===== config.mk =====
export PLATFORM = sky130hd
export DESIGN_NAME = buffer_pool_pipe_manager_flat
export DESIGN_NICKNAME = d
export VERILOG_FILES = /design/src/bpm_pkg.sv /design/src/bpm_if.sv /design/src/bpm_front.sv /design/src/bpm_queue.sv /design/src/bpm_engine.sv /design/src/buffer_pool_pipe_manager.sv /design/src/flat_wrapper.sv
export SDC_FILE = /design/constraint.sdc
export NUM_CORES = 1
export LEC_CHECK = 0
export BUFFER_PORTS_ARGS = -buffer_cell sky130_fd_sc_hd__buf_4
export CELL_PAD_IN_SITES_DETAIL_PLACEMENT = 1
export CELL_PAD_IN_SITES_GLOBAL_PLACEMENT = 1
export CORE_MARGIN = 8
export CORE_UTILIZATION = 51
export CTS_BUF_LIST = sky130_fd_sc_hd__clkbuf_4
export CTS_CLUSTER_DIAMETER = 60
export DETAILED_ROUTE_END_ITERATION = 7
export GPL_TIMING_DRIVEN = 0
export PLACE_DENSITY = 0.83
export RECOVER_POWER = 25
export REMOVE_ABC_BUFFERS = 1
export SKIP_CTS_REPAIR_TIMING = 1
export SKIP_LAST_GASP = 1
export SLEW_MARGIN = 10
export SYNTH_ARGS = -nofsm -noshare
export SYNTH_HDL_FRONTEND = slang
export SYNTH_SLANG_ARGS = --single-unit

===== constraint.sdc =====
create_clock -name clk_i -period 4 [get_ports clk_i]
set_input_delay 0.2 -clock clk_i [delete_from_list [all_inputs] [get_ports clk_i]]
set_output_delay 0.2 -clock clk_i [all_outputs]
set_load 0.005 [all_outputs]

===== src/bpm_pkg.sv =====
// ----------------------------------------------------------------------------
// Buffer pool manager package
// Shared field widths, opcode and status codes, and the decoded item that
// travels from the front end to the execution engine.
// ----------------------------------------------------------------------------
package bpm_pkg;

  // Default pool size.
  localparam int unsigned NUM_BUFFERS_DEF = 8;

  // Field widths of the request and response items.
  localparam int unsigned OPC_W  = 3;
  localparam int unsigned BIDX_W = 8;
  localparam int unsigned SIZE_W = 16;
  localparam int unsigned STAT_W = 2;

  // Configuration port.
  localparam int unsigned APB_ADDR_W = 3;
  localparam int unsigned APB_DATA_W = 32;
  localparam logic [SIZE_W-1:0] BUFFER_BYTES_RST = 16'd64;

  // Register numbers, taken from the word address.
  typedef enum logic {
    REG_BUFFER_BYTES = 1'b0
  } reg_idx_e;

  // Request opcodes as they arrive on the port.
  typedef enum logic [OPC_W-1:0] {
    OP_ALLOC    = 3'd0,
    OP_ALLOC_OW = 3'd1,
    OP_SEND     = 3'd2,
    OP_RECV     = 3'd3,
    OP_QUERY    = 3'd4,
    OP_RELEASE  = 3'd5
  } opcode_e;

  // Operation class after decoding; unused opcodes become CL_BAD.
  typedef enum logic [2:0] {
    CL_ALLOC,
    CL_ALLOC_OW,
    CL_SEND,
    CL_RECV,
    CL_QUERY,
    CL_RELEASE,
    CL_BAD
  } op_cls_e;

  // Response status codes.
  typedef enum logic [STAT_W-1:0] {
    STAT_OK    = 2'd0,
    STAT_EMPTY = 2'd1,
    STAT_STATE = 2'd2,
    STAT_SIZE  = 2'd3
  } status_e;

  // Lifecycle of one buffer.
  typedef enum logic [1:0] {
    BS_FREE    = 2'd0,
    BS_WRITING = 2'd1,
    BS_QUEUED  = 2'd2,
    BS_READING = 2'd3
  } buf_state_e;

  // Classified item handed from the front end to the engine.
  typedef struct packed {
    op_cls_e            cls;
    logic               in_range;
    logic [BIDX_W-1:0]  idx;
    logic [SIZE_W-1:0]  size;
  } dec_item_t;

endpackage


===== src/bpm_if.sv =====
// ----------------------------------------------------------------------------
// Buffer pool manager channel interfaces
// Valid/ready channels for request items and response items.
// ----------------------------------------------------------------------------
interface bpm_req_if
  import bpm_pkg::*;
();
  logic              valid;
  logic              ready;
  logic [OPC_W-1:0]  opcode;
  logic [BIDX_W-1:0] buffer_index;
  logic [SIZE_W-1:0] written_size;

  modport source (output valid, output opcode, output buffer_index,
                  output written_size, input ready);
  modport sink   (input valid, input opcode, input buffer_index,
                  input written_size, output ready);
endinterface

interface bpm_rsp_if
  import bpm_pkg::*;
();
  logic              valid;
  logic              ready;
  logic [STAT_W-1:0] status;
  logic [BIDX_W-1:0] result_index;
  logic [SIZE_W-1:0] data_length;

  modport source (output valid, output status, output result_index,
                  output data_length, input ready);
  modport sink   (input valid, input status, input result_index,
                  input data_length, output ready);
endinterface


===== src/bpm_front.sv =====
// ----------------------------------------------------------------------------
// Buffer pool manager front end
// Accepts request items, classifies the opcode and range-checks the index,
// and holds the result in a register until the queue takes it.
// ----------------------------------------------------------------------------
module bpm_front
  import bpm_pkg::*;
#(
  parameter int unsigned NUM_BUFFERS = NUM_BUFFERS_DEF
) (
  input  logic       clk_i,
  input  logic       rst_ni,
  bpm_req_if.sink    req,
  output logic       push_o,
  output dec_item_t  item_o,
  input  logic       push_ready_i
);

  logic      vld_q, vld_d;
  dec_item_t item_q, item_d;
  op_cls_e   cls;
  logic      take;

  // Opcode classification.
  always_comb begin
    unique case (req.opcode)
      OP_ALLOC:    cls = CL_ALLOC;
      OP_ALLOC_OW: cls = CL_ALLOC_OW;
      OP_SEND:     cls = CL_SEND;
      OP_RECV:     cls = CL_RECV;
      OP_QUERY:    cls = CL_QUERY;
      OP_RELEASE:  cls = CL_RELEASE;
      default:     cls = CL_BAD;
    endcase
  end

  // The stage takes a new item when empty or when its item moves on.
  assign req.ready = !vld_q || push_ready_i;
  assign take      = req.valid && req.ready;

  always_comb begin
    vld_d  = vld_q;
    item_d = item_q;
    if (take) begin
      vld_d           = 1'b1;
      item_d.cls      = cls;
      item_d.in_range = ({1'b0, req.buffer_index} < (BIDX_W+1)'(NUM_BUFFERS));
      item_d.idx      = req.buffer_index;
      item_d.size     = req.written_size;
    end else if (push_ready_i) begin
      vld_d = 1'b0;
    end
  end

  // Stage register.
  always_ff @(posedge clk_i or negedge rst_ni) begin
    if (!rst_ni) begin
      vld_q <= 1'b0;
    end else begin
      vld_q <= vld_d;
    end
  end

  always_ff @(posedge clk_i) begin
    item_q <= item_d;
  end

  assign push_o = vld_q;
  assign item_o = item_q;

endmodule


===== src/bpm_queue.sv =====
// ----------------------------------------------------------------------------
// Buffer pool manager item queue
// Two-entry queue of classified items between the front end and the engine.
// ----------------------------------------------------------------------------
module bpm_queue
  import bpm_pkg::*;
(
  input  logic      clk_i,
  input  logic      rst_ni,
  input  logic      push_i,
  input  dec_item_t item_i,
  output logic      push_ready_o,
  output logic      pop_valid_o,
  output dec_item_t item_o,
  input  logic      pop_i
);

  dec_item_t  slot_q [2];
  logic       wr_ptr_q, wr_ptr_d;
  logic       rd_ptr_q, rd_ptr_d;
  logic [1:0] cnt_q, cnt_d;
  logic       do_push, do_pop;

  assign push_ready_o = (cnt_q != 2'd2);
  assign pop_valid_o  = (cnt_q != 2'd0);
  assign item_o       = slot_q[rd_ptr_q];
  assign do_push      = push_i && push_ready_o;
  assign do_pop       = pop_i && pop_valid_o;

  // Pointer and fill count update.
  always_comb begin
    wr_ptr_d = do_push ? !wr_ptr_q : wr_ptr_q;
    rd_ptr_d = do_pop ? !rd_ptr_q : rd_ptr_q;
    cnt_d    = cnt_q + 2'(do_push) - 2'(do_pop);
  end

  always_ff @(posedge clk_i or negedge rst_ni) begin
    if (!rst_ni) begin
      wr_ptr_q <= 1'b0;
      rd_ptr_q <= 1'b0;
      cnt_q    <= 2'd0;
    end else begin
      wr_ptr_q <= wr_ptr_d;
      rd_ptr_q <= rd_ptr_d;
      cnt_q    <= cnt_d;
    end
  end

  // Entry storage.
  always_ff @(posedge clk_i) begin
    if (do_push) begin
      slot_q[wr_ptr_q] <= item_i;
    end
  end

endmodule


===== src/bpm_engine.sv =====
// ----------------------------------------------------------------------------
// Buffer pool manager execution engine
// Holds the buffer states, the length memory and the commit FIFO, carries out
// one classified item at a time and registers its response.
// ----------------------------------------------------------------------------
module bpm_engine
  import bpm_pkg::*;
#(
  parameter int unsigned NUM_BUFFERS = NUM_BUFFERS_DEF
) (
  input  logic              clk_i,
  input  logic              rst_ni,
  input  logic [SIZE_W-1:0] buffer_bytes_i,
  input  logic              pop_valid_i,
  input  dec_item_t         item_i,
  output logic              pop_o,
  bpm_rsp_if.source         rsp
);

  localparam int unsigned IDX_W = (NUM_BUFFERS > 1) ? $clog2(NUM_BUFFERS) : 1;
  localparam int unsigned CNT_W = $clog2(NUM_BUFFERS + 1);
  localparam logic [IDX_W-1:0] LAST_POS = IDX_W'(NUM_BUFFERS - 1);
  localparam logic [CNT_W-1:0] FULL_CNT = CNT_W'(NUM_BUFFERS);

  typedef enum logic [1:0] {
    E_IDLE,
    E_EXEC,
    E_LEN
  } eng_state_e;

  // Control and bookkeeping registers.
  eng_state_e        fsm_q, fsm_d;
  dec_item_t         cur_q, cur_d;
  buf_state_e        bstate_q [NUM_BUFFERS];
  logic [IDX_W-1:0]  head_q, head_d;
  logic [IDX_W-1:0]  tail_q, tail_d;
  logic [CNT_W-1:0]  count_q, count_d;
  logic              rsp_vld_q, rsp_vld_d;
  status_e           rsp_stat_q, rsp_stat_d;
  logic [BIDX_W-1:0] rsp_idx_q, rsp_idx_d;
  logic [SIZE_W-1:0] rsp_len_q, rsp_len_d;

  // Memories and their registered read data.
  logic [SIZE_W-1:0] len_mem [NUM_BUFFERS];
  logic [IDX_W-1:0]  fifo_mem [NUM_BUFFERS];
  logic [SIZE_W-1:0] len_rd_q;
  logic [IDX_W-1:0]  fifo_rd_q;

  // Strobes produced by the sequencer.
  logic              st_we;
  logic [IDX_W-1:0]  st_waddr;
  buf_state_e        st_wval;
  logic              len_we;
  logic [IDX_W-1:0]  len_waddr;
  logic [SIZE_W-1:0] len_wdata;
  logic              len_re;
  logic [IDX_W-1:0]  len_raddr;
  logic              fifo_re;
  logic              push;
  logic              pop_fifo;

  logic [NUM_BUFFERS-1:0] free_vec;
  logic [NUM_BUFFERS-1:0] queued_vec;
  logic                   any_free;
  logic [IDX_W-1:0]       first_free;
  logic [IDX_W-1:0]       cur_idx;
  buf_state_e             cur_st;
  logic                   out_free;

  // Free and queued maps of the pool.
  always_comb begin
    for (int i = 0; i < NUM_BUFFERS; i++) begin
      free_vec[i]   = (bstate_q[i] == BS_FREE);
      queued_vec[i] = (bstate_q[i] == BS_QUEUED);
    end
  end

  // Lowest free buffer: priority encoder from the top down.
  always_comb begin
    first_free = '0;
    for (int i = NUM_BUFFERS - 1; i >= 0; i--) begin
      if (free_vec[i]) begin
        first_free = IDX_W'(i);
      end
    end
  end
  assign any_free = |free_vec;

  assign cur_idx  = cur_q.idx[IDX_W-1:0];
  assign cur_st   = cur_q.in_range ? bstate_q[cur_idx] : BS_FREE;
  assign out_free = !rsp_vld_q || rsp.ready;

  // Sequencer: fetch an item and read the memories, then execute it.
  always_comb begin
    fsm_d      = fsm_q;
    cur_d      = cur_q;
    head_d     = head_q;
    tail_d     = tail_q;
    count_d    = count_q;
    rsp_vld_d  = rsp_vld_q && !rsp.ready;
    rsp_stat_d = rsp_stat_q;
    rsp_idx_d  = rsp_idx_q;
    rsp_len_d  = rsp_len_q;
    pop_o      = 1'b0;
    st_we      = 1'b0;
    st_waddr   = cur_idx;
    st_wval    = BS_FREE;
    len_we     = 1'b0;
    len_waddr  = cur_idx;
    len_wdata  = '0;
    len_re     = 1'b0;
    len_raddr  = '0;
    fifo_re    = 1'b0;
    push       = 1'b0;
    pop_fifo   = 1'b0;

    unique case (fsm_q)
      E_IDLE: begin
        if (pop_valid_i) begin
          pop_o     = 1'b1;
          cur_d     = item_i;
          fifo_re   = 1'b1;
          len_re    = 1'b1;
          len_raddr = item_i.in_range ? item_i.idx[IDX_W-1:0] : '0;
          fsm_d     = E_EXEC;
        end
      end

      E_EXEC: begin
        if (cur_q.cls == CL_RECV && count_q != '0) begin
          // Pop now; the length read completes in the next cycle.
          pop_fifo  = 1'b1;
          st_we     = 1'b1;
          st_waddr  = fifo_rd_q;
          st_wval   = BS_READING;
          len_re    = 1'b1;
          len_raddr = fifo_rd_q;
          fsm_d     = E_LEN;
        end else if (out_free) begin
          rsp_vld_d  = 1'b1;
          rsp_stat_d = STAT_OK;
          rsp_idx_d  = '0;
          rsp_len_d  = '0;
          fsm_d      = E_IDLE;
          unique case (cur_q.cls)
            CL_ALLOC, CL_ALLOC_OW: begin
              if (any_free) begin
                st_we     = 1'b1;
                st_waddr  = first_free;
                st_wval   = BS_WRITING;
                len_we    = 1'b1;
                len_waddr = first_free;
                rsp_idx_d = BIDX_W'(first_free);
              end else if (cur_q.cls == CL_ALLOC_OW && count_q != '0) begin
                // Pool empty: reclaim the oldest queued buffer.
                pop_fifo  = 1'b1;
                st_we     = 1'b1;
                st_waddr  = fifo_rd_q;
                st_wval   = BS_WRITING;
                len_we    = 1'b1;
                len_waddr = fifo_rd_q;
                rsp_idx_d = BIDX_W'(fifo_rd_q);
              end else begin
                rsp_stat_d = STAT_EMPTY;
              end
            end
            CL_SEND: begin
              if (!cur_q.in_range || cur_st != BS_WRITING) begin
                rsp_stat_d = STAT_STATE;
              end else if (cur_q.size > buffer_bytes_i) begin
                rsp_stat_d = STAT_SIZE;
              end else if (count_q == FULL_CNT) begin
                rsp_stat_d = STAT_EMPTY;
              end else begin
                push      = 1'b1;
                st_we     = 1'b1;
                st_wval   = BS_QUEUED;
                len_we    = 1'b1;
                len_wdata = cur_q.size;
              end
            end
            CL_RECV: begin
              // Only reached with nothing queued.
              rsp_stat_d = STAT_EMPTY;
            end
            CL_QUERY: begin
              if (cur_q.in_range && (cur_st == BS_QUEUED || cur_st == BS_READING)) begin
                rsp_len_d = len_rd_q;
              end else begin
                rsp_stat_d = STAT_STATE;
              end
            end
            CL_RELEASE: begin
              if (cur_q.in_range && (cur_st == BS_WRITING || cur_st == BS_READING)) begin
                st_we   = 1'b1;
                st_wval = BS_FREE;
              end else begin
                rsp_stat_d = STAT_STATE;
              end
            end
            default: begin
              rsp_stat_d = STAT_STATE;
            end
          endcase
        end
      end

      E_LEN: begin
        if (out_free) begin
          rsp_vld_d  = 1'b1;
          rsp_stat_d = STAT_OK;
          rsp_idx_d  = BIDX_W'(fifo_rd_q);
          rsp_len_d  = len_rd_q;
          fsm_d      = E_IDLE;
        end
      end

      default: begin
        fsm_d = E_IDLE;
      end
    endcase

    // FIFO pointer movement.
    if (push) begin
      tail_d  = (tail_q == LAST_POS) ? '0 : tail_q + 1'b1;
      count_d = count_q + 1'b1;
    end
    if (pop_fifo) begin
      head_d  = (head_q == LAST_POS) ? '0 : head_q + 1'b1;
      count_d = count_q - 1'b1;
    end
  end

  // State, pointers and response register.
  always_ff @(posedge clk_i or negedge rst_ni) begin
    if (!rst_ni) begin
      fsm_q     <= E_IDLE;
      head_q    <= '0;
      tail_q    <= '0;
      count_q   <= '0;
      rsp_vld_q <= 1'b0;
      for (int i = 0; i < NUM_BUFFERS; i++) begin
        bstate_q[i] <= BS_FREE;
      end
    end else begin
      fsm_q     <= fsm_d;
      head_q    <= head_d;
      tail_q    <= tail_d;
      count_q   <= count_d;
      rsp_vld_q <= rsp_vld_d;
      if (st_we) begin
        bstate_q[st_waddr] <= st_wval;
      end
    end
  end

  always_ff @(posedge clk_i) begin
    cur_q      <= cur_d;
    rsp_stat_q <= rsp_stat_d;
    rsp_idx_q  <= rsp_idx_d;
    rsp_len_q  <= rsp_len_d;
  end

  // Length memory: one write port, one registered read port.
  always_ff @(posedge clk_i) begin
    if (len_we) begin
      len_mem[len_waddr] <= len_wdata;
    end
    if (len_re) begin
      len_rd_q <= len_mem[len_raddr];
    end
  end

  // Commit FIFO memory: written at the tail, read at the head.
  always_ff @(posedge clk_i) begin
    if (push) begin
      fifo_mem[tail_q] <= cur_idx;
    end
    if (fifo_re) begin
      fifo_rd_q <= fifo_mem[head_q];
    end
  end

  assign rsp.valid        = rsp_vld_q;
  assign rsp.status       = rsp_stat_q;
  assign rsp.result_index = rsp_idx_q;
  assign rsp.data_length  = rsp_len_q;

  // The fill count matches the number of buffers in the queued state.
  a_count_matches: assert property (@(posedge clk_i) disable iff (!rst_ni)
    CNT_W'($countones(queued_vec)) == count_q)
    else $error("commit FIFO count differs from queued buffers");

  // The FIFO never holds more entries than there are buffers.
  a_count_bound: assert property (@(posedge clk_i) disable iff (!rst_ni)
    count_q <= FULL_CNT)
    else $error("commit FIFO count overflow");

  // The length fetch for a receive always follows its execute cycle.
  a_len_after_exec: assert property (@(posedge clk_i) disable iff (!rst_ni)
    $rose(fsm_q == E_LEN) |-> $past(fsm_q) == E_EXEC)
    else $error("length fetch entered out of order");

  // A popping receive leaves one entry fewer in the FIFO.
  a_recv_pop: assert property (@(posedge clk_i) disable iff (!rst_ni)
    (fsm_q == E_EXEC && fsm_d == E_LEN) |=> count_q == $past(count_q) - 1'b1)
    else $error("receive did not pop the commit FIFO");

endmodule


===== src/buffer_pool_pipe_manager.sv =====
// An item passes the front register and the queue; the engine then fetches it and
// executes it, and a receive that finds a queued buffer also fetches its length.
// The engine takes a new item only once it has registered the last response, since
// it reads the length and FIFO memories before executing.
// A two-entry queue and the front register absorb bursts of up to three items.
// Reset (rst_ni low, asynchronous) frees every buffer, empties the commit FIFO and
// sets buffer_bytes to 64; no clearing pass is needed.
// ----------------------------------------------------------------------------
// Buffer pool manager top level
// Configuration register, front end, item queue and execution engine.
// ----------------------------------------------------------------------------
module buffer_pool_pipe_manager
  import bpm_pkg::*;
#(
  parameter int unsigned NUM_BUFFERS = NUM_BUFFERS_DEF
) (
  input  logic                  clk_i,
  input  logic                  rst_ni,
  input  logic                  psel,
  input  logic                  penable,
  input  logic                  pwrite,
  input  logic [APB_ADDR_W-1:0] paddr,
  input  logic [APB_DATA_W-1:0] pwdata,
  output logic [APB_DATA_W-1:0] prdata,
  output logic                  pready,
  bpm_req_if.sink               req_i,
  bpm_rsp_if.source             rsp_o
);

  logic [SIZE_W-1:0] buffer_bytes_q, buffer_bytes_d;
  logic              reg_sel;
  logic              push;
  logic              push_ready;
  logic              pop;
  logic              pop_valid;
  dec_item_t         front_item;
  dec_item_t         queue_item;

  // Configuration register.
  assign pready  = 1'b1;
  assign reg_sel = (reg_idx_e'(paddr[2]) == REG_BUFFER_BYTES);

  always_comb begin
    buffer_bytes_d = buffer_bytes_q;
    if (psel && penable && pwrite && reg_sel) begin
      buffer_bytes_d = pwdata[SIZE_W-1:0];
    end
  end

  always_ff @(posedge clk_i or negedge rst_ni) begin
    if (!rst_ni) begin
      buffer_bytes_q <= BUFFER_BYTES_RST;
    end else begin
      buffer_bytes_q <= buffer_bytes_d;
    end
  end

  assign prdata = reg_sel ? APB_DATA_W'(buffer_bytes_q) : '0;

  // Front end: accept and classify.
  bpm_front #(
    .NUM_BUFFERS (NUM_BUFFERS)
  ) u_front (
    .clk_i        (clk_i),
    .rst_ni       (rst_ni),
    .req          (req_i),
    .push_o       (push),
    .item_o       (front_item),
    .push_ready_i (push_ready)
  );

  // Decoupling queue.
  bpm_queue u_queue (
    .clk_i        (clk_i),
    .rst_ni       (rst_ni),
    .push_i       (push),
    .item_i       (front_item),
    .push_ready_o (push_ready),
    .pop_valid_o  (pop_valid),
    .item_o       (queue_item),
    .pop_i        (pop)
  );

  // Execution engine.
  bpm_engine #(
    .NUM_BUFFERS (NUM_BUFFERS)
  ) u_engine (
    .clk_i          (clk_i),
    .rst_ni         (rst_ni),
    .buffer_bytes_i (buffer_bytes_q),
    .pop_valid_i    (pop_valid),
    .item_i         (queue_item),
    .pop_o          (pop),
    .rsp            (rsp_o)
  );

endmodule

===== src/flat_wrapper.sv =====
// flat-port wrapper written by rule: the top's interface ports become plain ports
module buffer_pool_pipe_manager_flat import bpm_pkg::*;
#(
  parameter int unsigned NUM_BUFFERS = NUM_BUFFERS_DEF
)
  (clk_i, rst_ni, psel, penable, pwrite, paddr, pwdata, prdata, pready, req_i_valid, req_i_opcode, req_i_buffer_index, req_i_written_size, req_i_ready, rsp_o_valid, rsp_o_status, rsp_o_result_index, rsp_o_data_length, rsp_o_ready);
  bpm_req_if req_i_i ();
  bpm_rsp_if rsp_o_i ();
  input  logic clk_i;
  input  logic rst_ni;
  input  logic psel;
  input  logic penable;
  input  logic pwrite;
  input  logic [APB_ADDR_W-1:0] paddr;
  input  logic [APB_DATA_W-1:0] pwdata;
  output logic [APB_DATA_W-1:0] prdata;
  output logic pready;
  input wire logic [$bits(req_i_i.valid)-1:0] req_i_valid;
  input wire logic [$bits(req_i_i.opcode)-1:0] req_i_opcode;
  input wire logic [$bits(req_i_i.buffer_index)-1:0] req_i_buffer_index;
  input wire logic [$bits(req_i_i.written_size)-1:0] req_i_written_size;
  output wire logic [$bits(req_i_i.ready)-1:0] req_i_ready;
  output wire logic [$bits(rsp_o_i.valid)-1:0] rsp_o_valid;
  output wire logic [$bits(rsp_o_i.status)-1:0] rsp_o_status;
  output wire logic [$bits(rsp_o_i.result_index)-1:0] rsp_o_result_index;
  output wire logic [$bits(rsp_o_i.data_length)-1:0] rsp_o_data_length;
  input wire logic [$bits(rsp_o_i.ready)-1:0] rsp_o_ready;
  assign req_i_i.valid = req_i_valid;
  assign req_i_i.opcode = req_i_opcode;
  assign req_i_i.buffer_index = req_i_buffer_index;
  assign req_i_i.written_size = req_i_written_size;
  assign req_i_ready = req_i_i.ready;
  assign rsp_o_valid = rsp_o_i.valid;
  assign rsp_o_status = rsp_o_i.status;
  assign rsp_o_result_index = rsp_o_i.result_index;
  assign rsp_o_data_length = rsp_o_i.data_length;
  assign rsp_o_i.ready = rsp_o_ready;
  buffer_pool_pipe_manager #(.NUM_BUFFERS(NUM_BUFFERS)) u_core (.clk_i(clk_i), .rst_ni(rst_ni), .psel(psel), .penable(penable), .pwrite(pwrite), .paddr(paddr), .pwdata(pwdata), .prdata(prdata), .pready(pready), .req_i(req_i_i), .rsp_o(rsp_o_i));
endmodule

* Word-level counts from Yosys, hierarchy flattened
Memory sizes are Yosys's and may differ from the RTL's. A register that Yosys moved wholly into a read port is not among the register bits. Index checks and enable logic that the tools add are counted.
Storage, ports and cells: RAM bits 208, output and inout bits 61, memories kept 3, bits of input ports 69, register bits after elaboration 127
Cells by class: reduce and logical (&&, ||, !) cells 43, magnitude comparators 5, muxes and demuxes 116, equality and inequality tests 24, bitwise logic cells 3, add/sub/neg operators 6
Memories:
- u_core.u_engine.len_mem | depth 8, width 16, rd ports 1, clocked after memory_dff 1, write ports 1, RTL line bpm_engine.sv:44 | logic [SIZE_W-1:0] len_mem [NUM_BUFFERS];
- u_core.u_queue.slot_q | depth 2, width 28, rd ports 1, clocked after memory_dff 0, write ports 1, RTL line bpm_queue.sv:18 | dec_item_t slot_q [2];
- u_core.u_engine.fifo_mem | depth 8, width 3, rd ports 1, clocked after memory_dff 1, write ports 1, RTL line bpm_engine.sv:45 | logic [IDX_W-1:0] fifo_mem [NUM_BUFFERS];
Operators by type and width (number):
- 16-bit 2-to-1 mux | 13
- 3-bit 2-to-1 mux | 24
- 2-bit 2-to-1 mux | 20
- 1-bit 2-to-1 mux | 39
- 16-bit case mux with 2 select lines | 1
- 8-bit 2-to-1 mux | 3
- 3-bit == test (second input constant) | 6
- 2-bit logical NOT | 9
- 3-bit case mux with 6 select lines | 1
- 16-bit bitwise mux | 1
- 16-bit > comparator | 1
- 8-bit case mux with 2 select lines | 1
- 3-bit by 2-bit == test with 1-bit output (second input constant) | 4
- 1-bit logical AND | 12
- 2-bit case mux with 5 select lines | 1
- 4-bit >= comparator (second input constant) | 2
- 8-bit by 4-bit less-than comparator with 1-bit output (second input constant) | 1
- 4-bit 2-to-1 mux | 2
- 2-bit != test (second input constant) | 4
- 3-bit NOT with 4-bit output | 2
- 2-bit case mux with 2 select lines | 2
- 2-bit nonzero test | 4
- 8-bit OR reduction | 1
- 3-bit by 1-bit adder with 3-bit output (second input constant) | 2
- 24 further kinds | 41

* Depth between registers and ports, before layout
Gate-level depths: netlist of the first run.
word-level depth 20, gate-level depth with buffers 12, depth with buffers taken out 11

* By module
A second synthesis of the first run with hierarchy kept.
Unflattened totals: cell total of the unflattened synthesis 1061, area, all modules 14863.0 µm²
Modules (own cells, without submodules):
- bpm_engine | area an instance 10802.9 µm², instances 1, cells each 845
- bpm_queue | area an instance 2248.4 µm², instances 1, cells each 109
- bpm_front | area an instance 910.9 µm², instances 1, cells each 37
- buffer_pool_pipe_manager | area an instance 900.9 µm², instances 1, cells each 70

* Worst setup path before layout of the first run
No wires, ideal clock.
path type register -> register, start reg u_core.u_engine.cur_q[15] (netlist name), end mem u_core.u_engine.len_mem[3][0] (enable), period minus slack after synthesis 3.220 ns, path buffers 0, stages on the path, launching flop included 9, data arrival time 2.832 ns, slack 0.780 ns, path through edfxtp_1 ha_1 nand4_1 nor4_1 nand2_1 or2_2 a21boi_0 o211ai_1 nor2_1
Between the ends: longest elaborated chain between the ends 9
RTL lines:
- start: declaration | RTL line bpm_engine.sv:33 | dec_item_t cur_q, cur_d;
- start signal: assignment | RTL line bpm_engine.sv:258 | cur_q <= cur_d;
- 16-bit > comparator | RTL line bpm_engine.sv:170 | end else if (cur_q.size > buffer_bytes_i) begin
- 1-bit 2-to-1 mux | RTL line bpm_engine.sv:170
- 1-bit 2-to-1 mux | RTL line bpm_engine.sv:168 | if (!cur_q.in_range || cur_st != BS_WRITING) begin
- 1-bit case mux with 2 select lines | RTL line bpm_engine.sv:145 | unique case (cur_q.cls)
- 1-bit 2-to-1 mux | RTL line bpm_engine.sv:139 | end else if (out_free) begin
- 1-bit 2-to-1 mux | RTL line bpm_engine.sv:130 | if (cur_q.cls == CL_RECV && count_q != '0) begin
- 1-bit 2-to-1 mux | RTL line bpm_engine.sv:117 | unique case (fsm_q)
- 1-bit 2-to-1 mux | RTL line bpm_engine.sv:266 | if (len_we) begin
- 1-bit 2-to-1 mux (implied by the code) | RTL line bpm_engine.sv:267 | len_mem[len_waddr] <= len_wdata;
- end: declaration | RTL line bpm_engine.sv:44
No other way between the ends.

* Worst setup path in the final report of the first run
start reg u_core.u_engine.cur_q[15] (netlist name), end mem u_core.u_engine.len_mem[7][12] (enable)
Same word-level chain as after synthesis.

==> results of run 1 <==
cell usage after synthesis, types with 2 or more instances:
| cell type | n |
|---|---|
| edfxtp_1 | 284 |
| nand2_1 | 183 |
| nand3_1 | 88 |
| nor2_1 | 53 |
| dfrtp_1 | 49 |
| mux2_2 | 44 |
| inv_1 | 41 |
| clkbuf_1 | 39 |
| o21ai_0 | 38 |
| nor3_1 | 32 |
| a21oi_1 | 29 |
| ha_1 | 28 |
| buf_4 | 23 |
| and2_1 | 19 |
| nor2b_1 | 19 |
| nand2b_1 | 11 |
| mux4_2 | 8 |
| o22ai_1 | 8 |
| a22oi_1 | 7 |
| xnor2_1 | 7 |
| a211oi_1 | 6 |
| a21o_1 | 5 |
| nor4_1 | 5 |
| a311oi_1 | 4 |
| buf_1 | 4 |
| o21a_1 | 4 |
| nand3b_1 | 3 |
| nand4_1 | 3 |
| nor3b_1 | 3 |
| o211ai_1 | 3 |
| o22a_1 | 3 |
| o31ai_1 | 3 |
| o41ai_1 | 3 |
| a211o_1 | 2 |
| a21boi_0 | 2 |
| a22o_1 | 2 |
| and3_1 | 2 |
| conb_1 | 2 |
| mux2_1 | 2 |
| mux2i_1 | 2 |
| o211a_1 | 2 |
| o32ai_1 | 2 |
| or3_1 | 2 |
cell type report:
| cell class | count | area, µm² | share of cell area, % |
|---|---|---|---|
| diodes | 1 | 2.50 | 0.0145 |
| clock buffers | 128 | 961 | 5.57 |
| clock inverters | 32 | 176 | 1.02 |
| inverters | 41 | 154 | 0.893 |
| multi-input cells | 685 | 4250 | 24.7 |
| flip-flops and latches | 334 | 9780 | 56.7 |
| well taps | 378 | 473 | 2.74 |
| repair buffers | 165 | 1440 | 8.35 |
layout by cell type (no fill, tap or decap), types with 6 or more instances in the layout:
| cell | synthesis | layout |
|---|---|---|
| a21oi_1 | 29 | 29 |
| clkbuf_4 | 0 | 155 |
| edfxtp_1 | 284 | 284 |
| clkbuf_1 | 39 | 12 |
| ha_1 | 28 | 28 |
| nor3_1 | 32 | 30 |
| o21ai_0 | 38 | 38 |
| nand2_1 | 183 | 182 |
| buf_8 | 0 | 11 |
| clkinv_1 | 0 | 22 |
| nand2b_1 | 11 | 11 |
| o22ai_1 | 8 | 8 |
| mux4_2 | 8 | 8 |
| dlygate4sd3_1 | 0 | 43 |
| nand3_1 | 88 | 88 |
| and2_1 | 19 | 19 |
| buf_4 | 23 | 66 |
| nor2b_1 | 19 | 19 |
| nor2_1 | 53 | 44 |
| conb_1 | 2 | 22 |
| dfrtp_1 | 49 | 49 |
| xnor2_1 | 7 | 7 |
| inv_1 | 41 | 41 |
| a211oi_1 | 6 | 6 |
| mux2_2 | 44 | 43 |
sequential cells by signal (all words and copies together), names as in the netlist, 2 cells and up:
register                          flops
u_core.u_engine.len_mem             128
u_core.u_queue.slot_q                46
u_core.u_engine.fifo_mem             24
u_core.u_front.item_o                23
u_core.u_engine.cur_q                20
u_core.buffer_bytes_q                16
u_core.u_engine.bstate_q             16
u_core.u_engine.len_rd_q             16
u_core.u_engine.rsp.data_length      16
u_core.u_engine.count_q               4
u_core.u_engine.cur_idx               3
u_core.u_engine.fifo_rd_q             3
u_core.u_engine.head_q                3
u_core.u_engine.rsp.result_index      3
u_core.u_engine.tail_q                3
u_core.u_engine.fsm_q                 2
u_core.u_engine.rsp.status            2
u_core.u_queue.cnt_q                  2
cell families after synthesis:
| kind of cell | Yosys count | share of synthesized area (%) |
|---|---|---|
| AO/OA/AOI/OAI | 137 | 6.40 |
| XOR/XNOR | 7 | 0.427 |
| adder cells (fa/ha/maj) | 29 | 2.58 |
| buffers and inverters | 110 | 3.54 |
| flip-flops | 334 | 68.1 |
| multiplexers | 56 | 5.00 |
| other | 2 | 0.0523 |
| AND/OR/NAND/NOR | 433 | 13.9 |
power by group through the flow:
stage	logic, mW	clock network, mW	registers (mW)
2_1_floorplan	2.39	0	5.25
3_3_place_gp	3.48	0	5.44
3_5_place_dp	3.91	0	5.51
4_1_cts	3.97	3.03	5.45
5_1_grt	4.55	3.27	5.54
6_report	4.22	3.04	5.48
per-layer routing:
layer | track usage [%] | up-vias
li1 | - | 4481
met1 | 25.9 | 5184
met2 | 39.5 | 490
met3 | 5.71 | 126
met4 | 9.26 | 2
met5 | 0 | -
final timing paths:
kind                       cells past startpoint                             end                      start  slack (ns)
setup / recovery                               9  u_core.u_engine.len_mem[7][12]  u_core.u_engine.cur_q[15]       -0.10
hold / removal                                 2        u_core.u_front.item_o[1]      req_i_written_size[1]        0.23
setup reg to reg                               9  u_core.u_engine.len_mem[7][12]  u_core.u_engine.cur_q[15]       -0.10
hold reg to reg                                0    u_core.u_queue.slot_q[0][14]  u_core.u_front.item_o[14]        0.45
max in group asynchronous                      2        u_core.buffer_bytes_q[3]                     rst_ni        1.15
min in group asynchronous                      2    u_core.u_engine.bstate_q[15]                     rst_ni        1.06
per-stage QoR:
step	utilization, %	setup TNS (ns)	setup WS [ns]	hold slack [ns]
4_1_cts	60.1	-6.50	-0.463	-0.477
3_3_place_gp	54.8	-112.02	-2.44	0.308
5_1_grt	62.1	-13.93	-0.338	0.171
3_5_place_dp	56.0	-5.66	-0.426	0.304
2_1_floorplan	-	-4.70	-0.310	-0.0956
6_report	62.1	-1.88	-0.102	0.231
==> metrics, run 1 <==
Final min period=4.10 ns; EDFF count, synth=284; P_int=between 7 and 8 mW; Layout Skew=around 0.052 ns; Final Wtd Congestion=roughly 0.9; first-pass GRT wire length=slightly below 60000 µm; Final Hold Fails=0; row cnt=61; DR WL met2=approximately 22000 µm; Slew Viols, Final=between 50 and 60; GRT Util Overall=between 20% and 30%; CP Capture Type=register; Die Width=between 150 and 200 µm; via/cell ratio=roughly 6; critical path peak fanout=10; DR iter-0 viols=between 700 and 800; Setup CP Type=reg -> reg; proportion of synthesized chip area in sequential cells=between 60% and 70%; Top Layer Used=met5; Clock Sinks=334; yosys warns=0; final worst slack=-0.102 ns; cell breakdown of the critical path=ha_1, nand4_1, nor4_1, nand2_1, or2_2, a21boi_1, o211ai_1, nor2_2, buf_8; fin cells=~1800; GRT overflow=0; Initial Util=51.7%; sw power=a little under 5 mW; IO Port Bufs=89; Data required, critical path=4.40 ns; synthesized instance count=~1100; Worst-Margin Slew=just over 3 ns; pin count of the biggest net entering global routing=51; Switching Fraction=38.5%; DRC viols=0; Clock transition at path regs=0.10 ns; vias in the first global route=10700; Net count, final=roughly 1400; highest-delay cell along the critical path=nor2_2; vias=between 10000 and 15000; Comb power frac=between 30% and 40%; Final Power=roughly 13 mW; CP bufs+invs=1; Num CTS Buffers=86; top achievable clock speed=about 0.24 GHz; P&R area growth vs syn=20.0%; flop and latch count out of synthesis=334; final setup fails=37; Final ANT Viol Nets=0; top post-synthesis cells by area=edfxtp_1, dfrtp_1, nand2_1; Core ar.=~28000 µm²; Worst-Skew Late Latency=~0.73 ns; die height=between 150 and 200 µm; Met1 Wirelength=between 15000 and 20000 µm; CTS root buffer=clkbuf_4; most common flop cell mapped by yosys=edfxtp_1; Total Wirelength=42900 µm; CTS max path bufs=3; Layout fillers=~2800; Max H-tree Level=3; initial antenna violation count=2; die area=about 34000 µm²; Routed WL per cell=~24 µm; Synth Area per Inst=approximately 13 µm²; # IOs=130; fin crit share=103%; worst hold path type=in -> reg; CP peak stage delay=between 0.5 and 0.6 ns; Yosys top cell area share=between 50 and 60%; clock power share=between 20% and 30%; DP Area=15500 µm²; pwr dens=about 740 nW/µm²; Max-Cap Viols=1; RSZ-0062 raised after global routing=true; Post-Syn Area=between 10000 and 15000 µm²; area leader, netlist=edfxtp_1; layout cells sized above 1=about a quarter; leakage power=slightly below 7 nW; CTS tree=done; Worst IR Drop VDD=roughly 0.46 mV; Slew headroom=-107%; Synth async-reset ratio=approximately 15%; Worst path top cell family by delay=simple AND/OR/NAND/NOR gates; Flop pwr share=a little over two fifths; post-synth cell types=72; critical path arrival=4.50 ns; Placed Cells=roughly 1500; status=complete, but fails checks; Final HPWL DP=25600 µm; met3 WL post-DR=roughly 2900 µm; failing checks=max-capacitance violations, max-slew violations, negative setup slack; Setup crit start kind=register; detailed-router iteration count before antenna repair=7; Finished Cell Area=between 15000 and 20000 µm²
(Power assumes the default switching activity.)
==> inputs of run 2 (changes only) <==
==> constraint.sdc (replaced) <==
create_clock -name clk_i -period 4 [get_ports clk_i]
set_input_delay 0.4 -clock clk_i [delete_from_list [all_inputs] [get_ports clk_i]]
set_output_delay 0.4 -clock clk_i [all_outputs]
set_load 0.005 [all_outputs]
==> run 2 against run 1 <==
  * The run ends with max-capacitance violations, max-slew violations left
  * Non-clock buffer count down 3
  * Count of clock-buffer cells in the layout unchanged
  * Critical path depth unchanged
  * Power shrank 0.92%
  * Register-to-register slack improved by 0.26 ns
  * Core utilization down 0.090 points
  * Sequential cell count stayed put
  * Final cell count is 0.17% lower
  * Sequential power is essentially flat
  * Critical path type unchanged
  * Critical endpoint unchanged
  * Largest cell class unchanged
==> metrics, run 2 (same netlist as run 1, synthesis figures left out) <==
Data required, critical path=4.41 ns (about the same); Clock Sinks=334 (unchanged); top achievable clock speed=0.260 GHz (+6.7%); leakage power=6.72 nW (about the same); IO Port Bufs=89 (unchanged); GRT overflow=0 (unchanged); fin crit share=96.1% (-6.5 points); first-pass GRT wire length=58900 µm (unchanged); die height=184 µm (unchanged); via/cell ratio=5.77 (-0.98%); Slew headroom=-105% (+2.0 points); # IOs=130 (unchanged); Layout Skew=0.0563 ns (+0.00402 ns); Final ANT Viol Nets=0 (unchanged); failing checks=max-capacitance violations, max-slew violations; DR iter-0 viols=722 (-3.7%); Max-Cap Viols=1 (unchanged); Routed WL per cell=23.3 µm (-4.2%); P_int=7.84 mW (about the same); Worst-Margin Slew=3.07 ns (-0.0296 ns); die area=33800 µm² (unchanged); row cnt=61 (unchanged); CTS max path bufs=3 (unchanged); Die Width=184 µm (unchanged); DRC viols=0 (unchanged); status=complete, but fails checks; CTS root buffer=clkbuf_4; Max H-tree Level=3 (unchanged); Final Hold Fails=0 (unchanged); Total Wirelength=41100 µm (-4.4%); pin count of the biggest net entering global routing=51 (unchanged); Setup CP Type=reg -> reg; pwr dens=734 nW/µm² (-0.78%); CP Capture Type=register; layout cells sized above 1=23.9% (+0.12 points); RSZ-0062 raised after global routing=true; commonest non-fill, non-tap cell in the layout=edfxtp_1; critical path arrival=4.26 ns (-0.24 ns); fin cells=1761 (-0.17%); vias=10200 (-1.1%); max reg flops=128 (unchanged); final setup fails=0 (-100%); Core ar.=27800 µm² (unchanged); Worst IR Drop VDD=0.548 mV (+20%); Placed Cells=1545 (unchanged); sw power=4.79 mW (-2.4%); Initial Util=51.7% (unchanged); Setup crit start kind=register; Final Wtd Congestion=0.897 (unchanged); GRT Util Overall=22.5% (unchanged); setup TNS=0 ns (+1.88 ns); commonest cells after routing, fill and taps aside=edfxtp_1, nand2_1, clkbuf_4, nand3_1, buf_4; Flop pwr share=43.2% (+0.2 points); detailed-router iteration count before antenna repair=5 (-2); Final HPWL DP=25600 µm (unchanged); critical path peak fanout=10 (unchanged); Worst-Skew Late Latency=0.75 ns (+0.02 ns); Comb power frac=33.0% (about the same); Switching Fraction=37.9% (-0.59 points); vias in the first global route=10700 (unchanged); initial antenna violation count=2 (unchanged); worst hold path type=in -> reg; Net count, final=1408 (-0.21%); final worst slack=0.156 ns (+0.258 ns); P&R area growth vs syn=19.8%; Final min period=3.84 ns (-0.258 ns); Reg with most FFs=u_core.u_engine.len_mem; CTS tree=done; Largest regs=u_core.u_engine.len_mem (128), u_core.u_queue.slot_q (46), u_core.u_engine.fifo_mem (24); Clock transition at path regs=0.07 ns (-0.03 ns); Post-Place Setup Slack=-0.426 ns (unchanged); Num CTS Buffers=86 (unchanged); Slew Viols, Final=51 (unchanged); clock power share=23.9% (about the same)
## run 2: critical path: stages, from the launching register on
cell and delay, ns:
edfxtp_1 0.48, ha_1 0.35, nand4_1 0.18, nor4_1 0.41, nand2_1 0.30, or2_2 0.40, a21boi_1 0.33, o211ai_1 0.33
nor2_2 0.55, buf_8 0.22
## run 2: through the flow
| stage | cell area [µm²] | power [mW] | hold WS, ns | util, % |
|---|---|---|---|---|
| floorplan | 14100 | 7.63 | 0.104 | - |
| CTS | 16700 | 12.4 | -0.277 | 60.1 |
| global route | 17200 | 13.3 | 0.0951 | 62.0 |
| finish | 17200 | 12.6 | 0.0869 | 62.0 |
| global placement | 15200 | 8.92 | 0.424 | 54.8 |
| detailed placement | 15500 | 9.42 | 0.436 | 56.0 |
## run 2: power by group through the flow
stage               Combinational [mW]  Clock [mW]  Sequential, mW
floorplan                         2.39           0            5.25
global placement                  3.48           0            5.44
finish                            4.17        3.01            5.45
global route                      4.53        3.24            5.52
CTS                               3.97        3.03            5.45
detailed placement                3.91           0            5.51
## run 2: cell type report
cell class,instances,area [µm²]
clock inverters,32,176
flip-flops and latches,334,9780
fillers,2776,10600
inverters,41,154
well taps,378,473
clock buffers,128,961
repair buffers,162,1420
diodes,1,2.50
multi-input cells,685,4250
## run 2: layer usage
metal	up-vias	global-route usage, %	wire length [µm]	share of wire [%]
met2	510	39.5	21200	52
met1	5059	25.9	15300	37
li1	4469	-	-	-
met3	125	5.71	3190	7.8
met5	-	0	11	0.027
met4	2	9.26	1340	3.3
## run 2: final timing paths
check | to | startpoint | slack [ns] | cells past startpoint
max in group asynchronous | u_core.buffer_bytes_q[3] | rst_ni | 0.99 | 2
min in group asynchronous | u_core.u_engine.count_q[3] | rst_ni | 1.24 | 2
setup / recovery | u_core.u_engine.len_mem[7][12] | u_core.u_engine.cur_q[13] | 0.16 | 9
setup reg to reg | u_core.u_engine.len_mem[7][12] | u_core.u_engine.cur_q[13] | 0.16 | 9
hold / removal | u_core.u_front.item_o[24] | req_i_buffer_index[3] | 0.09 | 3
hold reg to reg | u_core.u_queue.slot_q[1][10] | u_core.u_front.item_o[10] | 0.45 | 0
==> inputs of run 3 (changes only) <==
--- a/config.mk
+++ b/config.mk
@@ -14,7 +14,7 @@
 export CTS_CLUSTER_DIAMETER = 60
 export DETAILED_ROUTE_END_ITERATION = 7
 export GPL_TIMING_DRIVEN = 0
-export PLACE_DENSITY = 0.83
+export PLACE_DENSITY = 0.82
 export RECOVER_POWER = 25
 export REMOVE_ABC_BUFFERS = 1
 export SKIP_CTS_REPAIR_TIMING = 1
@@ -22,4 +22,5 @@
 export SLEW_MARGIN = 10
 export SYNTH_ARGS = -nofsm -noshare
 export SYNTH_HDL_FRONTEND = slang
+export SYNTH_HIERARCHICAL = 1
 export SYNTH_SLANG_ARGS = --single-unit
==> run 3 against run 2 <==
  * The flow still finishes with violations (max-capacitance violations, max-slew violations)
  * Die area about the same
  * Sequential share of layout area up 0.33 points
  * Count of clock-buffer cells in the layout up 5
  * Fmax down 3.8%
  * Routed wire length down 2.9%
  * Final cell count down 4.7%
  * Worst hold slack better by 0.0073 ns
  * Combinational power down 11%
  * Critical path type unchanged
  * Highest routed layer is now met4
==> metrics, run 3 <==
status=complete, but fails checks; failing checks=max-capacitance violations, max-slew violations; Num CTS Buffers=84 (-2.3%); Die Width=184 µm (about the same); vias in the first global route=10200 (-4.8%); Worst IR Drop VDD=0.418 mV (-24%); Reg with most FFs=u_core/u_engine/len_mem; CTS root buffer=clkbuf_4; DR iter-0 viols=678 (-6.1%); Placed Cells=1481 (-4.1%); Worst Hold Launch=req_i_opcode[0]; Net count, final=1333 (-5.3%); IO Port Bufs=89 (unchanged); Layout Skew=0.0579 ns (+0.00163 ns); critical path peak fanout=14 (+4); Setup CP Type=reg -> reg; critical path arrival=4.37 ns (+0.11 ns); highest-delay cell along the critical path=dfstp_2; reg-to-reg startpoint=u_core/buffer_bytes_q[6]; Max H-tree Level=3 (unchanged); detailed-router iteration count before antenna repair=5 (unchanged); Final ANT Viol Nets=0 (unchanged); commonest cells after routing, fill and taps aside=edfxtp_1, nand2_1, clkbuf_4, nand3_1, buf_4; Total Wirelength=39900 µm (-2.9%); GRT Util Overall=20.7% (-1.8 points); die height=184 µm (about the same); die area=33800 µm² (about the same); CP Capture Type=register; commonest non-fill, non-tap cell in the layout=edfxtp_1; CTS max path bufs=3 (unchanged); vias=9476 (-6.8%); first-pass GRT wire length=54700 µm (-7.2%); pin count of the biggest net entering global routing=51 (unchanged); reg-to-reg endpoint=u_core/u_engine/len_mem[5][8]; Max-Cap Viols=1 (unchanged); Setup crit start kind=register; Final min period=4.00 ns (+0.153 ns); leakage power=6.80 nW (+1.3%); top achievable clock speed=0.250 GHz (-3.8%); CTS tree=done; final core utilization=61.6% (-0.36 points); max reg flops=128 (unchanged); CP peak stage delay=0.56 ns (about the same); FF-to-FF setup slack=0.003 ns (-0.15 ns); # IOs=130 (unchanged); worst hold path type=in -> reg; Post-Syn Area=14400 µm² (about the same); Worst path top cell family by delay=simple AND/OR/NAND/NOR gates; Slew headroom=-107% (-2.8 points); Final HPWL DP=23100 µm (-9.5%); Largest regs=u_core/u_engine/len_mem (128), u_core/u_queue/slot_q (46), u_core/u_engine/fifo_mem (24); initial antenna violation count=1 (-1); Worst-Skew Late Latency=0.71 ns (-0.04 ns); GRT overflow=0 (unchanged); Slew Viols, Final=51 (unchanged); CP bufs+invs=2 (+1); CP startpoint=u_core/buffer_bytes_q[6]; via/cell ratio=5.64 (-2.2%); P&R area growth vs syn=19.2%; fin crit share=99.9% (+3.8 points); cell breakdown of the critical path=inv_1, ha_1, and3_1, a221oi_1, o22ai_1, o31ai_4, and3_4, nand2b_1, nand2_1, nor2_2, buf_8; Worst-Margin Slew=3.11 ns (+0.0417 ns); layout cells sized above 1=27.4% (+3.5 points); Final Power=12.3 mW (-2.5%); fin cells=1679 (-4.7%); Final Wtd Congestion=0.864 (-3.7%); setup TNS=0 ns (unchanged); instance count on the critical path=11 (+2); DRC viols=0 (unchanged); Final Hold Fails=0 (unchanged); Routed WL per cell=23.7 µm (+1.8%); pwr dens=720 nW/µm² (-1.9%); RSZ-0062 raised after global routing=true; synthesized instance count=1041 (-6.0%); Core ar.=27800 µm² (unchanged); Synth Area per Inst=13.8 µm² (+6.4%); Clock transition at path regs=0.07 ns (about the same); Clock Sinks=334 (unchanged); yosys warns=6 (+6); Data required, critical path=4.37 ns (-0.04 ns); Worst setup endpoint=u_core/u_engine/len_mem[5][8]; worst r2r path cells=11 (+2); final setup fails=0 (unchanged); row cnt=61 (unchanged); Initial Util=51.7% (about the same)
[run 3: changes by cell type in the layout (fill, tap and decap cells not counted), sizes merged, moves of 6 or more]
cell and delta:
inv -13, nor2 -21, nor2b +12, and3 +6
mux2 +19, nand2 -13, a21oi -19, clkinv -14
and2b +7, nor3 -17, o21ai -9
[run 3: how the worst min path moves through the flow]
stage,endpoint,depth (start not counted)
finish,u_core/u_front/item_o[25],2
detailed placement,u_core/u_queue/slot_q[1][17],0
global route,u_core/u_front/item_o[25],2
floorplan,u_core/buffer_bytes_q[0],0
global placement,u_core/u_queue/slot_q[0][10],0
CTS,u_core/u_engine/count_q[2],1
[run 3: final cells by class]
| cell class | count | area, µm² |
|---|---|---|
| fillers | 2761 | 10700 |
| flip-flops and latches | 334 | 9780 |
| multi-input cells | 632 | 4240 |
| repair buffers | 156 | 1370 |
| clock buffers | 133 | 998 |
| well taps | 378 | 473 |
| clock inverters | 17 | 145 |
| inverters | 28 | 105 |
| diodes | 1 | 2.50 |
[run 3: routing by layer]
metal	GRT usage (%)	vias to the layer above	routed length, µm
met4	7.74	0	1010
li1	-	4188	-
met2	36.5	423	20900
met5	0	-	0
met1	24.5	4777	15300
met3	4.51	88	2650
[run 3: metrics by stage]
step | hold slack [ns] | cell area [µm²] | setup WS (ns)
after global routing | 0.0911 | 17100 | -0.155
final | 0.0942 | 17100 | 0.00275
after global placement | 0.424 | 15200 | -2.61
after floorplan | 0.104 | 14100 | -0.276
after CTS | -0.265 | 16700 | -0.458
after detailed placement | 0.436 | 15500 | -0.413
[run 3: power by group]
group	internal (mW)	switching, mW
logic	1.45	2.28
clock network	1.70	1.43
registers	4.80	0.665
